===== src/hdl/ecbid_pkg.sv =====
// Shared types and constants for the EC board ID query sequencer.
// No dependencies; imported by every module of the block.
package ecbid_pkg;

    localparam int LIMIT_W = 18;
    localparam int WAIT_W  = LIMIT_W + 1;   // limit plus one handshake step of headroom
    localparam int CMD_W   = 8;
    localparam int IDX_W   = 2;

    localparam logic [WAIT_W-1:0]  HANDSHAKE_STEP = WAIT_W'(10);
    localparam logic [WAIT_W-1:0]  BYTE_STEP      = WAIT_W'(1);
    localparam logic [7:0]         FAIL_ID        = 8'hFF;
    localparam logic [4:0]         ID_MASK        = 5'h1F;

    localparam int OBF_BIT = 0;
    localparam int IBF_BIT = 1;

    localparam logic [LIMIT_W-1:0] TIMEOUT_RST = LIMIT_W'(131072);
    localparam logic [CMD_W-1:0]   WAKE_RST    = 8'h2D;
    localparam logic [CMD_W-1:0]   QUERY_RST   = 8'h0D;

    // register indexes on the config port
    localparam logic [IDX_W-1:0] REG_TIMEOUT = 2'd0;
    localparam logic [IDX_W-1:0] REG_WAKE    = 2'd1;
    localparam logic [IDX_W-1:0] REG_QUERY   = 2'd2;

    typedef enum logic [1:0] {
        OP_NONE    = 2'd0,
        OP_DISCARD = 2'd1,
        OP_WRITE   = 2'd2,
        OP_KEEP    = 2'd3
    } op_t;

    typedef struct packed {
        logic [LIMIT_W-1:0] timeout_limit;
        logic [CMD_W-1:0]   wake_command;
        logic [CMD_W-1:0]   query_command;
    } cfg_t;

endpackage


===== src/hdl/ecbid_cfg.sv =====
// Configuration register file: timeout limit and the two command bytes.
// Depends on ecbid_pkg.
module ecbid_cfg (
    input  logic                         clk,
    input  logic                         rst_n,
    input  logic                         cfg_valid,
    output logic                         cfg_ready,
    input  logic [ecbid_pkg::IDX_W-1:0]  cfg_index,
    input  logic [ecbid_pkg::LIMIT_W-1:0] cfg_data,
    output ecbid_pkg::cfg_t              cfg
);
    import ecbid_pkg::*;

    cfg_t cfg_reg;

    assign cfg_ready = 1'b1;
    assign cfg       = cfg_reg;

    always_ff @(posedge clk or negedge rst_n)
    begin
        if (!rst_n)
        begin
            cfg_reg.timeout_limit <= TIMEOUT_RST;
            cfg_reg.wake_command  <= WAKE_RST;
            cfg_reg.query_command <= QUERY_RST;
        end
        else if (cfg_valid && cfg_ready)
        begin
            unique case (cfg_index)
                REG_TIMEOUT: cfg_reg.timeout_limit <= cfg_data;
                REG_WAKE:    cfg_reg.wake_command  <= cfg_data[CMD_W-1:0];
                REG_QUERY:   cfg_reg.query_command <= cfg_data[CMD_W-1:0];
                default:     ;  // unmapped index, ignored
            endcase
        end
    end

endmodule


===== src/hdl/ecbid_core.sv =====
// Sequencer core: input register, handshake FSM with wait counter, result register.
// Depends on ecbid_pkg.
module ecbid_core (
    input  logic                       clk,
    input  logic                       rst_n,
    input  ecbid_pkg::cfg_t            cfg,
    input  logic                       in_valid,
    output logic                       in_stall,
    input  logic                       action,
    input  logic [7:0]                 ec_status,
    input  logic [7:0]                 ec_data,
    output logic                       out_valid,
    input  logic                       out_stall,
    output logic [1:0]                 port_op,
    output logic [ecbid_pkg::CMD_W-1:0] command_byte,
    output logic                       done_res,
    output logic                       timed_out,
    output logic [7:0]                 board_id
);
    import ecbid_pkg::*;

    typedef enum logic [2:0] {
        PH_IDLE   = 3'd0,
        PH_DRAIN  = 3'd1,
        PH_INWAIT = 3'd2,
        PH_BYTE1  = 3'd3,
        PH_BYTE2  = 3'd4
    } phase_t;

    // input stage
    logic        s1_valid_reg;
    logic        s1_action_reg;
    logic [7:0]  s1_status_reg;
    logic [7:0]  s1_data_reg;
    logic        advance;

    // sequencer state
    phase_t              phase_reg, phase_next;
    logic [WAIT_W-1:0]   wc_reg, wc_next;
    logic                ci_reg, ci_next;

    // step result
    op_t                 res_op;
    logic [CMD_W-1:0]    res_cmd;
    logic                res_done;
    logic                res_to;
    logic [7:0]          res_id;

    // output stage
    logic                out_valid_reg;
    op_t                 op_reg;
    logic [CMD_W-1:0]    cmd_reg;
    logic                done_reg;
    logic                to_reg;
    logic [7:0]          id_reg;

    logic                obf, ibf;
    logic [WAIT_W-1:0]   limit_ext;
    logic [WAIT_W-1:0]   iw_count;
    logic                wc_lt, iw_lt;
    logic                fail;

    assign advance  = s1_valid_reg && (!out_valid_reg || !out_stall);
    assign in_stall = s1_valid_reg && !advance;

    always_comb
    begin
        phase_next = phase_reg;
        wc_next    = wc_reg;
        ci_next    = ci_reg;
        res_op     = OP_NONE;
        res_cmd    = '0;
        res_done   = 1'b0;
        res_to     = 1'b0;
        res_id     = '0;
        fail       = 1'b0;

        obf       = s1_status_reg[OBF_BIT];
        ibf       = s1_status_reg[IBF_BIT];
        limit_ext = {1'b0, cfg.timeout_limit};
        wc_lt     = wc_reg < limit_ext;
        // drain hands over to the input wait with a cleared counter
        iw_count  = (phase_reg == PH_DRAIN) ? '0 : wc_reg;
        iw_lt     = iw_count < limit_ext;

        if (s1_action_reg)
        begin
            phase_next = PH_DRAIN;
            wc_next    = '0;
            ci_next    = 1'b0;
        end
        else
        begin
            unique case (phase_reg)
                PH_DRAIN, PH_INWAIT:
                begin
                    if (phase_reg == PH_DRAIN && obf && wc_lt)
                    begin
                        wc_next = wc_reg + HANDSHAKE_STEP;
                        res_op  = OP_DISCARD;
                    end
                    else if (phase_reg == PH_DRAIN && !wc_lt)
                        fail = 1'b1;
                    else if (ibf && iw_lt)
                    begin
                        wc_next    = iw_count + HANDSHAKE_STEP;
                        phase_next = PH_INWAIT;
                    end
                    else if (!iw_lt)
                        fail = 1'b1;
                    else
                    begin
                        res_op  = OP_WRITE;
                        res_cmd = ci_reg ? cfg.query_command : cfg.wake_command;
                        wc_next = '0;
                        if (!ci_reg)
                        begin
                            ci_next    = 1'b1;
                            phase_next = PH_DRAIN;
                        end
                        else
                            phase_next = PH_BYTE1;
                    end
                end
                PH_BYTE1, PH_BYTE2:
                begin
                    if (!obf && wc_lt)
                        wc_next = wc_reg + BYTE_STEP;
                    else if (!wc_lt)
                        fail = 1'b1;
                    else
                    begin
                        // high byte is read and dropped: only the low five bits form the id
                        res_op  = OP_KEEP;
                        wc_next = '0;
                        if (phase_reg == PH_BYTE1)
                            phase_next = PH_BYTE2;
                        else
                        begin
                            phase_next = PH_IDLE;
                            res_done   = 1'b1;
                            res_id     = {3'b000, s1_data_reg[4:0] & ID_MASK};
                        end
                    end
                end
                default:
                    phase_next = PH_IDLE;
            endcase

            if (fail)
            begin
                phase_next = PH_IDLE;
                wc_next    = '0;
                res_done   = 1'b1;
                res_to     = 1'b1;
                res_id     = FAIL_ID;
            end
        end
    end

    // control state
    always_ff @(posedge clk or negedge rst_n)
    begin
        if (!rst_n)
        begin
            s1_valid_reg  <= 1'b0;
            out_valid_reg <= 1'b0;
            phase_reg     <= PH_IDLE;
            wc_reg        <= '0;
            ci_reg        <= 1'b0;
        end
        else
        begin
            if (in_valid && !in_stall)
                s1_valid_reg <= 1'b1;
            else if (advance)
                s1_valid_reg <= 1'b0;

            if (advance)
                out_valid_reg <= 1'b1;
            else if (!out_stall)
                out_valid_reg <= 1'b0;

            if (advance)
            begin
                phase_reg <= phase_next;
                wc_reg    <= wc_next;
                ci_reg    <= ci_next;
            end
        end
    end

    // payload
    always_ff @(posedge clk)
    begin
        if (in_valid && !in_stall)
        begin
            s1_action_reg <= action;
            s1_status_reg <= ec_status;
            s1_data_reg   <= ec_data;
        end
        if (advance)
        begin
            op_reg   <= res_op;
            cmd_reg  <= res_cmd;
            done_reg <= res_done;
            to_reg   <= res_to;
            id_reg   <= res_id;
        end
    end

    assign out_valid    = out_valid_reg;
    assign port_op      = op_reg;
    assign command_byte = cmd_reg;
    assign done_res     = done_reg;
    assign timed_out    = to_reg;
    assign board_id     = id_reg;

endmodule


===== src/hdl/ec_board_id_query_sequencer_top.sv =====
// EC board ID query sequencer, top level.
// Depends on ecbid_pkg, ecbid_cfg and ecbid_core.
//
// Usage:
//   Input channel (in_valid / in_stall): one word per poll. action=1 starts a
//   new query (abandoning any running one); action=0 is a poll carrying the
//   EC status byte and the byte a data-port read would return right now.
//   Output channel (out_valid / out_stall): exactly one result word per input
//   word, in order. port_op tells the host which port access to perform
//   (discard read, command write with command_byte, kept read); done_res and
//   timed_out flag the end of a query, board_id carries the id or 0xFF.
//   Config channel (cfg_valid / cfg_ready): index 0 timeout limit, 1 wake
//   command, 2 query command; cfg_ready is always high. Write only while the
//   block is idle.
// Timing:
//   out_valid rises once an accepted word has landed in the input register
//   and its sequencer step has been loaded into the result register. While
//   out_stall is low, throughput is one word per cycle; the wait counter and
//   phase update in the same cycle as the step, so the next word can follow
//   at once.
// Stall: while out_stall holds a result, one more input word is taken into
//   the input register; in_stall rises only when both stages are full.
// Reset: asynchronous, active low. Sequencer returns to idle, config
//   registers take their defaults (0x20000, 0x2D, 0x0D), both stages empty.
module ec_board_id_query_sequencer_top (
    input  logic                          clk,
    input  logic                          rst_n,
    input  logic                          in_valid,
    output logic                          in_stall,
    input  logic                          action,
    input  logic [7:0]                    ec_status,
    input  logic [7:0]                    ec_data,
    output logic                          out_valid,
    input  logic                          out_stall,
    output logic [1:0]                    port_op,
    output logic [ecbid_pkg::CMD_W-1:0]   command_byte,
    output logic                          done_res,
    output logic                          timed_out,
    output logic [7:0]                    board_id,
    input  logic                          cfg_valid,
    output logic                          cfg_ready,
    input  logic [ecbid_pkg::IDX_W-1:0]   cfg_index,
    input  logic [ecbid_pkg::LIMIT_W-1:0] cfg_data
);
    import ecbid_pkg::*;

    cfg_t cfg;

    ecbid_cfg u_cfg (
        .clk       (clk),
        .rst_n     (rst_n),
        .cfg_valid (cfg_valid),
        .cfg_ready (cfg_ready),
        .cfg_index (cfg_index),
        .cfg_data  (cfg_data),
        .cfg       (cfg)
    );

    ecbid_core u_core (
        .clk          (clk),
        .rst_n        (rst_n),
        .cfg          (cfg),
        .in_valid     (in_valid),
        .in_stall     (in_stall),
        .action       (action),
        .ec_status    (ec_status),
        .ec_data      (ec_data),
        .out_valid    (out_valid),
        .out_stall    (out_stall),
        .port_op      (port_op),
        .command_byte (command_byte),
        .done_res     (done_res),
        .timed_out    (timed_out),
        .board_id     (board_id)
    );

    // a timeout result carries no port access and the failure id
    a_timeout_word: assert property (@(posedge clk) disable iff (!rst_n)
        out_valid && timed_out |-> done_res && port_op == OP_NONE && board_id == FAIL_ID)
        else $error("timeout word malformed");

    // a successful finish is always the second kept read
    a_done_on_keep: assert property (@(posedge clk) disable iff (!rst_n)
        out_valid && done_res && !timed_out |-> port_op == OP_KEEP && board_id[7:5] == 3'b000)
        else $error("query finished without a kept read");

    // command byte only accompanies a command write
    a_cmd_only_on_write: assert property (@(posedge clk) disable iff (!rst_n)
        out_valid && port_op != OP_WRITE |-> command_byte == '0)
        else $error("command byte outside a write");

    // input backpressure only when the result stage is held
    a_stall_cause: assert property (@(posedge clk) disable iff (!rst_n)
        in_stall |-> out_valid && out_stall)
        else $error("input stalled with free result stage");

endmodule


===== config.mk =====
export PLATFORM = sky130hd
export DESIGN_NAME = ec_board_id_query_sequencer_top
export DESIGN_NICKNAME = d
export VERILOG_FILES = /design/src/hdl/ecbid_pkg.sv /design/src/hdl/ecbid_cfg.sv /design/src/hdl/ecbid_core.sv /design/src/hdl/ec_board_id_query_sequencer_top.sv
export SDC_FILE = /design/constraint.sdc
export NUM_CORES = 1
export LEC_CHECK = 0
export BUFFER_PORTS_ARGS = -buffer_cell sky130_fd_sc_hd__buf_4
export CAP_MARGIN = 20
export CORE_ASPECT_RATIO = 0.5
export CORE_MARGIN = 2
export CORE_UTILIZATION = 59
export DETAILED_ROUTE_END_ITERATION = 16
export GPL_TIMING_DRIVEN = 0
export MAX_ROUTING_LAYER = met4
export PLACE_DENSITY_LB_ADDON = 0.15
export SLEW_MARGIN = 20
export SYNTH_ARGS = -nofsm -noshare
export SYNTH_HDL_FRONTEND = slang
export SYNTH_HIERARCHICAL = 1
export SYNTH_SLANG_ARGS = --single-unit

===== constraint.sdc =====
create_clock -name clk -period 11.07 [get_ports clk]
set_input_delay 0.5535 -clock clk [delete_from_list [all_inputs] [get_ports clk]]
set_output_delay 0.5535 -clock clk [all_outputs]
set_load 0.02 [all_outputs]

==> reports/qor.yml <==
clock_network:
  cts_tree: "done"
  htreeDepth: 3
  cts.sinks: 84
  path_clk_slew_ns: 0.06
  cts_setup_buffers: 0
  clockBufferDepth: 2
  clk_latency_ns: 0.34
  cts_hold_buf: 0
  ctsResizeCount: 0
  cts_root_buffer: "clkbuf_16"
  cts_buffers: 9
timing:
  finClkSkew_ns: 0.00657
  fmax_mhz: 232
  drv_slew: 0
  relSlewSlack_pct: 44.0
  period_needed_ns: 4.31
  fin_crit_sh_pct: 38.9
  rsz0062_at_grt: "no"
  setup_viol: 0
  hold_viol: 0
  worst_pin_slew_ns: 0.838
  fin_setup_tns_ns: 0
  setup_slack_ns: 6.76
worst_setup_path:
  endpoint_kind: "flip-flop"
  critical_path_required_ns: 11.32
  crit_top_cell: "buf_6"
  worstSetupPathType: "flip-flop to flip-flop"
  slowest_stage: "a221oi_2"
  slowest_delay_ns: 0.61
  worstSetupStartpointType: "flip-flop"
  r2r_cells: 15
  worst_ep_arrival_time_ns: 4.56
  path_max_fanout: 10
  crit_chain: "buf_6, or3b_1, buf_6, clkbuf_1, clkbuf_1, and2_1, ha_1, a211oi_1, o21ai_0, a221oi_2, nor4b_1, a21o_1, buf_6, a32oi_1, o31ai_2"
layout:
  nets: 688
  seq_area_um2: 2240
  nFillCells: 674
  multi_input_area_um2: 2980
  largest_reg_flops: 34
  antenna_cells: 0
  drive_above_1_share_pct: 24.2
  stdcell_count: 732
  area_growth_pct: 16.0
routing:
  vias: 4553
  first_pass_iters: 5
  wl_per_cell_um: 18.7
  drc: 0
  first_iter_violations: 538
  vias_per_cell: 6.22
  wl_mm: 13.7
  ant_nets: 0
pwr:
  power.leakage_nw: 2.81
  ir_worst_vdd_v: 0.0000905
  p_total_mw: 1.08
  p_per_area_nw_per_um2: 169
place:
  dpl.hpwl_mm: 9.83
  gp_congestion: 0.947
  dp_cells: 716
  dp_slack_ns: 6.89
  port-buffer-count: 54
hold_path:
  worst_hold_path_type: "input port to async pin"
synthesis:
  syn_area_per_cell_um2: 10.1
  netlist-cell-type-count: 78
  syn-num-nets: 623
  synthSimpleGateAreaFrac_pct: 16.1
  syn_inst: 545
  yosys_warnings: 6
  yosysSeqAreaShare_pct: 40.7
  synth.area.mux_share_pct: 9.65
  synth_edf_count: 25
  synth_top_family_by_area: "compound AO/OA/AOI/OAI gates"
  synth.ff_latch_count: 84
  synthAdderAreaFrac_pct: 8.19
  async_flop_share_pct: 70.2
  synth_compound_area_share_pct: 19.0
  synth-xor-area-share_pct: 1.12
  synth_area_um2: 5500
  synth_ff_type: "dfrtp_1"
die:
  die-width_um: 141
  die_y_um: 72.3
  start_util_pct: 61.8
  dieArea_um2: 10200
  ios: 65
  fp.coreArea_um2: 8890
  row_count: 24
global_route:
  first_global_vias: 4338
  grt_max_degree: 60
  grt_pass1_wl_mm: 22.1
  antenna_found_initial: 0
  grt_overflow: 0
  grt_usage_pct: 28.8
status:
  status: "completed"
run:
  maxCapViolCount: 0
## logic make-up (layout without fill, tap and decap cells)
group	Yosys count	count (layout)
AOI/OAI and AO/OA	145	145
DFF	84	84
muxes	45	45
xor gates and xnor gates	7	7
and+or+nand+nor	169	169
buffers and inverters	58	128
other	1	1
adders and majority gates	36	36
## layout by cell type (no fill, tap or decap), types with 20 or more instances in the layout
master,Yosys,routed
nor2_1,40,40
ha_1,36,36
nand2_1,33,33
a21oi_1,29,29
dfrtp_1,51,51
edfxtp_1,25,25
mux2_2,24,24
o21ai_0,36,36
inv_1,29,29
and2_1,20,20
buf_4,4,58
## critical path, delay by kind of cell (launching register included)
family | cells | cell delay (ns)
flip-flops | 1 | 0.37
buffers and inverters | 5 | 0.98
AND/OR/NAND/NOR | 3 | 0.97
adder cells (fa/ha/maj) | 1 | 0.30
AO/OA/AOI/OAI | 6 | 1.59
## layer usage
| layer | up-vias | global-route usage, % | share of wire (%) |
|---|---|---|---|
| li1 | 2147 | - | - |
| met1 | 2197 | 40.1 | 48 |
| met2 | 198 | 43.5 | 44 |
| met3 | 11 | 7.79 | 7.9 |
| met4 | 0 | 4.78 | 0.83 |
| met5 | - | - | 0 |
## final timing paths
| path | from | to | slack, ns |
|---|---|---|---|
| max | u_core/phase_reg[1] | u_core/wc_reg[16] | 6.76 |
| min | rst_n | u_cfg/cfg[28] | 0.28 |
| max reg2reg | u_core/phase_reg[1] | u_core/wc_reg[16] | 6.76 |
| min reg2reg | u_core/s1_valid_reg | u_core/out_valid | 0.51 |
| max in group asynchronous | rst_n | u_cfg/cfg[9] | 10.24 |
| min in group clk | ec_status[0] | u_core/s1_status_reg[0] | 0.38 |
## synth_stat cells (3+ instances only)
cell       count  area, µm²
a211oi_1       4       30.0
and3_1         3       18.8
nor2_1        40        150
a31oi_1        3       18.8
buf_6          4       45.0
o21ai_1        6       30.0
xnor2_1        3       26.3
a21o_1         9       67.6
xor2_1         4       35.0
o211ai_1       7       52.6
buf_1          3       11.3
nor3_1        13       65.1
buf_2          4       20.0
nor4_1         6       37.5
o21ai_0       36        180
o31ai_1        5       37.5
o2111ai_1      3       26.3
clkbuf_1      13       48.8
a21oi_1       29        145
nand4_1       11       68.8
buf_4          4       30.0
nand3_1       12       60.1
mux2_4        10        150
edfxtp_1      25        751
dfstp_2        8        210
nand2b_1       5       31.3
dfrtp_1       51       1280
nand2_1       33        124
o21a_1         6       45.0
and2_1        20        125
ha_1          36        450
mux2_2        24        270
inv_1         29        109
mux2i_1       11        110
a22oi_1        5       37.5
nor2b_1        7       43.8
## area by class of cell
type	count	share of cell area (%)
Timing Repair Buffer	54	6.36
Clock inverter	5	1.33
Clock buffer	11	3.81
Inverter	29	1.71
Tap cell	117	2.30
Multi-Input combinational cell	403	46.7
Buffer	29	2.75
Sequential cell	84	35.1
## metrics by stage
stage          cell area (µm²)  hold slack, ns  utilization, %
3_3_place_gp              6050           0.470            68.0
5_1_grt                   6380           0.358            71.7
4_1_cts                   6380           0.328            71.7
3_5_place_dp              6050           0.494            68.0
6_report                  6380           0.278            71.7
2_1_floorplan             5500           0.258               -
## power by group
| part | internal, mW | switching, mW |
|---|---|---|
| Combinational | 0.135 | 0.209 |
| Sequential | 0.368 | 0.0283 |
| Clock | 0.205 | 0.130 |
| Total | 0.708 | 0.368 |
Note: power is estimated with default switching activity, not from simulation.
